File: src/design/rgbcf_pkg.sv
`default_nettype none
package rgbcf_pkg;
   localparam int DefMaxWidth  = 1024;
   localparam int DefMaxHeight = 1024;
   localparam int DefWeightBits = 8;
   localparam int KernelSize = 3;
   localparam int PixBits = 8;
   localparam int CsrDataBits = 24;
   localparam int CsrIndexBits = 3;
   localparam int SizeBits = 11;
   localparam int PosBits = 10;
   localparam int QueueDepth = 4;

   typedef enum logic [CsrIndexBits-1:0] {
      CSR_KERNEL_TOP    = 3'd0,
      CSR_KERNEL_MIDDLE = 3'd1,
      CSR_KERNEL_BOTTOM = 3'd2,
      CSR_DIVISOR       = 3'd3,
      CSR_WIDTH         = 3'd4,
      CSR_HEIGHT        = 3'd5
   } csr_index_type;

   typedef logic [PixBits-1:0] pix_type;

   // One 3x3 neighborhood of RGB pixels plus its position tag.
   typedef struct packed {
      logic [8:0][3*PixBits-1:0] window;
      logic [PosBits-1:0]        row;
      logic [PosBits-1:0]        col;
      logic                      last;
   } job_type;

   typedef struct packed {
      pix_type            red;
      pix_type            green;
      pix_type            blue;
      logic [PosBits-1:0] row;
      logic [PosBits-1:0] col;
      logic               last;
   } result_type;
endpackage
`default_nettype wire

File: src/design/rgbcf_queue.sv
`default_nettype none
// Small job queue between front and back end.
module rgbcf_queue (
   input  wire logic               clock,
   input  wire logic               reset,
   input  wire logic               push,
   input  wire rgbcf_pkg::job_type push_data,
   output      logic               pop_valid,
   input  wire logic               pop,
   output      rgbcf_pkg::job_type pop_data,
   output      logic [$clog2(rgbcf_pkg::QueueDepth+1)-1:0] count
);
   import rgbcf_pkg::*;
   localparam int PtrBits = $clog2(QueueDepth);
   job_type mem_ff [QueueDepth];
   logic [PtrBits-1:0] wr_ff, rd_ff;
   logic [PtrBits:0] cnt_ff;

   always_ff @(posedge clock) begin
      if (push) mem_ff[wr_ff] <= push_data;
   end

   always_ff @(posedge clock) begin
      if (reset) begin
         wr_ff <= '0;
         rd_ff <= '0;
         cnt_ff <= '0;
      end else begin
         if (push) wr_ff <= wr_ff + PtrBits'(1);
         if (pop) rd_ff <= rd_ff + PtrBits'(1);
         cnt_ff <= cnt_ff + (PtrBits+1)'(push) - (PtrBits+1)'(pop);
      end
   end

   assign pop_valid = cnt_ff != '0;
   assign pop_data  = mem_ff[rd_ff];
   assign count     = cnt_ff;
endmodule
`default_nettype wire

File: config.mk
export PLATFORM = sky130hd
export DESIGN_NAME = rgbcf_queue
export DESIGN_NICKNAME = d
export VERILOG_FILES = /design/src/design/rgbcf_pkg.sv /design/src/design/rgbcf_queue.sv
export SDC_FILE = /design/constraint.sdc
export NUM_CORES = 1
export LEC_CHECK = 0
export BUFFER_PORTS_ARGS = -buffer_cell sky130_fd_sc_hd__clkbuf_2
export CORE_MARGIN = 2
export CORE_UTILIZATION = 45
export CTS_CLUSTER_SIZE = 10
export DETAILED_ROUTE_END_ITERATION = 7
export GPL_TIMING_DRIVEN = 0
export MAX_ROUTING_LAYER = met4
export PLACE_DENSITY = 0.76
export SLEW_MARGIN = 25
export SYNTH_ARGS = -nofsm -noshare
export SYNTH_HDL_FRONTEND = slang
export SYNTH_SLANG_ARGS = --single-unit
File: constraint.sdc
create_clock -name clock -period 10.8 [get_ports clock]
set_clock_uncertainty 0.2 [all_clocks]
set_input_delay 2.16 -clock clock [delete_from_list [all_inputs] [get_ports clock]]
set_output_delay 2.16 -clock clock [all_outputs]
set_load 0.05 [all_outputs]
==> Yosys cells after proc, flatten, opt, wreduce, memory -nomap -nowiden <==
Memories as Yosys holds them, arrays and structs flattened. A register that Yosys moved wholly into a read port is not among the register bits.
Index checks and enable logic that the tools add are counted.
{ "word_totals": {"ff_bits": 7, "ramBits": 948, "input_bits": 241, "out_inout_bits": 241, "word_cells": 13, "mem_count": 1} }
{ "classes": {"addsub": 4, "mux": 4, "reduce_logical": 1} }
{ "memory_table": {"columns": ["memory", "depth", "word_bits", "read_ports", "rd_clocked_by_memory_dff", "wr", "line", "text"], "rows": [
  ["mem_ff", 4, 237, 1, 1, 1, "rgbcf_queue.sv:15", "job_type mem_ff [QueueDepth];"]
]} }
{ "ops": {"columns": ["cell", "n"], "rows": [
  ["2-bit by 1-bit adder with 2-bit output (second input constant)", 2],
  ["2-bit two-way mux", 2],
  ["3-bit by 1-bit adder with 3-bit output", 1],
  ["3-bit nonzero test", 1],
  ["3-bit by 1-bit subtractor with 3-bit output", 1],
  ["1-bit two-way mux", 2]
]} }

==> Depth between registers and ports, before layout <==
{ "depth": {"depth_word": 3, "ltp_mapped": 7, "mapped_depth_nobuf": 7} }

==> Least setup slack after synthesis <==
Ideal clock, no wire load.
{ "synth_path": {"kind": "input -> register", "from": "in push", "to": "mem mem_ff[0][0] in the netlist's numbering, enable pin", "setup_time_ps": 627, "arrival_ps": 7522, "required_ps": 9973, "setup_slack_ps": 2451, "path_stages": 1, "path_buffers": 0, "path_cell_list": "and2_1"} }
{ "synth_between": {"elab_chain_len": 2} }
{ "synth_lines": {"columns": ["element", "line", "text"], "rows": [
  ["start, declared", "rgbcf_queue.sv:6", "input wire logic push,"],
  ["1-bit two-way mux", "rgbcf_queue.sv:20", "if (push) mem_ff[wr_ff] <= push_data;"],
  ["1-bit two-way mux (not written as such)", "rgbcf_queue.sv:20", null],
  ["end, declared", "rgbcf_queue.sv:15", null]
]} }
No other way between the ends.

==> impl_metrics.yaml <==
cts:
  cts_tree: "yes"
  ctsRootBufferMaster: "clkbuf_16"
  h-tree-depth: 3
  cts_sinks: 957
  clock_path_buffers: 3
  numCtsBuffers: 107
  postCtsResizedCells: 0
  clk_latency_ns: 0.65
  postCtsSetupBuffers: 0
  holdBufCountCts: 0
  clkTransAtPathRegs_ns: 0.05
setup_path:
  r2r-end: "mem_ff[2][57]"
  endpoint_kind: "output port"
  cp_data_required_time_ns: 8.44
  crit_fanout: 10
  worstSetupStartpointType: "flip-flop"
  arrival_ns: 2.70
  crit_type: "flip-flop to output port"
  r2r_setup_slack_ns: 8.34
  worstReg2RegStart: "wr_ff[0]"
  worstRegToRegCells: 6
pwr:
  p_leak_nw: 14.25
  swShare: 0.2557
  p_int_mw: 6.474
  power_density_nw_per_um2: 206.3
  seqPwrFrac: 0.496
  ir_drop_v: 0.0001857
  power_switching_mw: 2.224
  pwr-share-clk: 0.359
  comb_power_share: 0.145
routing:
  firstDrtPassIters: 5
  drtAntennaViolNets: 0
  wirelength_mm: 71.61
  via_per_inst: 5.321
  drt-wirelength-per-cell_um: 24.13
  drc: 0
  drtIter0Drc: 1105
  via_count: 15794
placement:
  dp.final_hpwl_mm: 46.76
  io_buffers: 481
  dpl-instance-area_sq_um: 39190
  place_congestion: 0.7424
final_layout:
  fillers: 5735
  drive_gt1_frac: 0.4774
  nNetsFinal: 2141
  area_delta_synth_final_pct: 20.83
  finalInstanceArea_sq_um: 42160
die:
  fp.dieW_um: 282.5
  ios: 482
  core-area_sq_um: 77080
  die_area_sq_um: 79780
  die-height_um: 282.5
  rows: 102
  start_util: 0.4527
min_path:
  hold_path_class: "flip-flop to flip-flop"
  hp-start: "rd_ff[1]"
  min_path_cells: 2
sta:
  setup_tns_ns: 0
  finalCriticalPeriod_ns: 5.058
  period_share: 0.4683
  max_freq_mhz: 197.7
  rsz0062_at_grt: "no"
  setup_viol: 0
  maxSlewViolCount: 0
  max-slew-margin-rel: 0.6059
  hold_viol: 0
  worst_pin_slew_ns: 0.5912
synth:
  synth_seq_cells: 957
  netlist_area_sq_um: 34890
  ys_seq_area_frac: 0.8210
  synthDistinctLibCells: 21
  yosys-top-cells-area: "edfxtp_1 82%, mux4_2 15%, buf_12 1.4%"
  syn_inst: 1279
  yosys_warnings: 0
  synth_top_area_frac: 0.8158
  synth.largest_area_cell: "edfxtp_1"
  syn_nets: 1527
  synth_area_per_cell_sq_um: 27.28
job:
  max_cap_viol_count: 0
global_route:
  grt_pass1_wl_mm: 104.5
  antenna_found_initial: 9
  gr-usage-all-layers: 0.1830
  grt_pass1_vias: 16898
  grt_overflow: 0
  grt_max_degree: 45
run_status:
  status: "finished clean"
## power by group through the flow
stage               clock network, mW  registers (mW)  logic (mW)
floorplan                           0            4.43       0.891
global placement                    0            4.45        1.22
detailed placement                  0            4.39        1.27
CTS                              3.21            4.32        1.28
global route                     3.35            4.32        1.32
finish                           3.12            4.31        1.26
## metal layers
layer	routed length, um	global-route usage	vias to the layer above
li1	-	-	6792
met1	26400	0.2161	8316
met2	37210	0.3008	581
met3	6559	0.06170	105
met4	1442	0.05101	0
met5	0	-	-
## worst max-delay path, stage by stage (launching register included)
cell and delay, ns:
dfxtp_1 0.35, clkbuf_2 0.50, buf_2 0.40, mux4_2 0.50, clkbuf_2 0.29
## area by class of cell
type,instances,area [sq um],area share
inverter,6,22.52,0.0005342
clock buffer,126,2770,0.06570
timing repair buffer,505,2978,0.07063
clock inverter,11,188.9,0.004481
sequential,957,28650,0.6795
multi-input combinational,263,5579,0.1323
tap,1040,1301,0.03086
antenna,7,17.52,0.0004155
buffer,53,656.9,0.01558
## cell usage after synthesis
master / count
or3_1: 1
clkbuf_1: 2
dfxtp_1: 9
buf_8: 1
xor3_1: 1
xnor2_1: 2
mux4_2: 237
mux2i_1: 1
buf_12: 25
nor2_1: 5
fa_1: 1
edfxtp_1: 948
buf_6: 1
inv_1: 6
ha_1: 6
and2_1: 4
nand3b_1: 1
buf_2: 24
a21bo_2: 1
nor2b_1: 2
a21oi_1: 1
## cell families after synthesis
family                     Yosys count  synth area share
DFF                                957            0.8210
muxes                              238            0.1533
buffers and inverters               59           0.01940
and+or+nand+nor                     13          0.002008
adders and majority gates            7          0.002725
xor gates and xnor gates             3          0.001183
AOI/OAI and AO/OA                    2         0.0004302
## sequential cells by signal, indices dropped and copies added, names as in the netlist, named ones only
signal	cells
mem_ff	948
count	3
rd_ff	2
wr_ff	2
## stage by stage
step / util / setup WS, ns / total power, mW / hold WS, ns / std cells
final: 0.5470 / 5.742 / 8.698 / 0.3595 / 2968
after global routing: 0.5470 / 5.613 / 8.998 / 0.4079 / 2968
after CTS: 0.5467 / 5.635 / 8.798 / 0.3682 / 2961
after detailed placement: 0.5083 / 6.366 / 5.657 / 0.3537 / 2824
after global placement: 0.5008 / -1.891 / 5.675 / 0.3135 / 2800
after floorplan: - / 2.451 / 5.318 / 0.2918 / 1279
## layout by cell type (no fill, tap or decap), drive strengths merged, types with 4 or more instances in the layout
cell / netlist / routed
buf: 51 / 75
clkinv: 0 / 8
mux4: 237 / 237
diode: 0 / 7
ha: 6 / 6
nor2: 5 / 5
edfxtp: 948 / 948
and2: 4 / 4
dfxtp: 9 / 9
inv: 6 / 8
clkbuf: 2 / 609
## how the worst max path moves through the flow
| stage | startpoint | endpoint | slack [ns] | cells after the start |
|---|---|---|---|---|
| final | flip-flop | pop_data[110] | 5.74 | 4 |
| after global routing | flip-flop | pop_data[110] | 5.61 | 4 |
| after CTS | flip-flop | pop_data[110] | 5.63 | 4 |
| after detailed placement | flip-flop | pop_data[110] | 6.37 | 4 |
| after global placement | push | mem_ff[1][148] | -1.89 | 2 |
| after floorplan | push | mem_ff[0][0] | 2.45 | 1 |
Power figures use the tool's default switching activity.
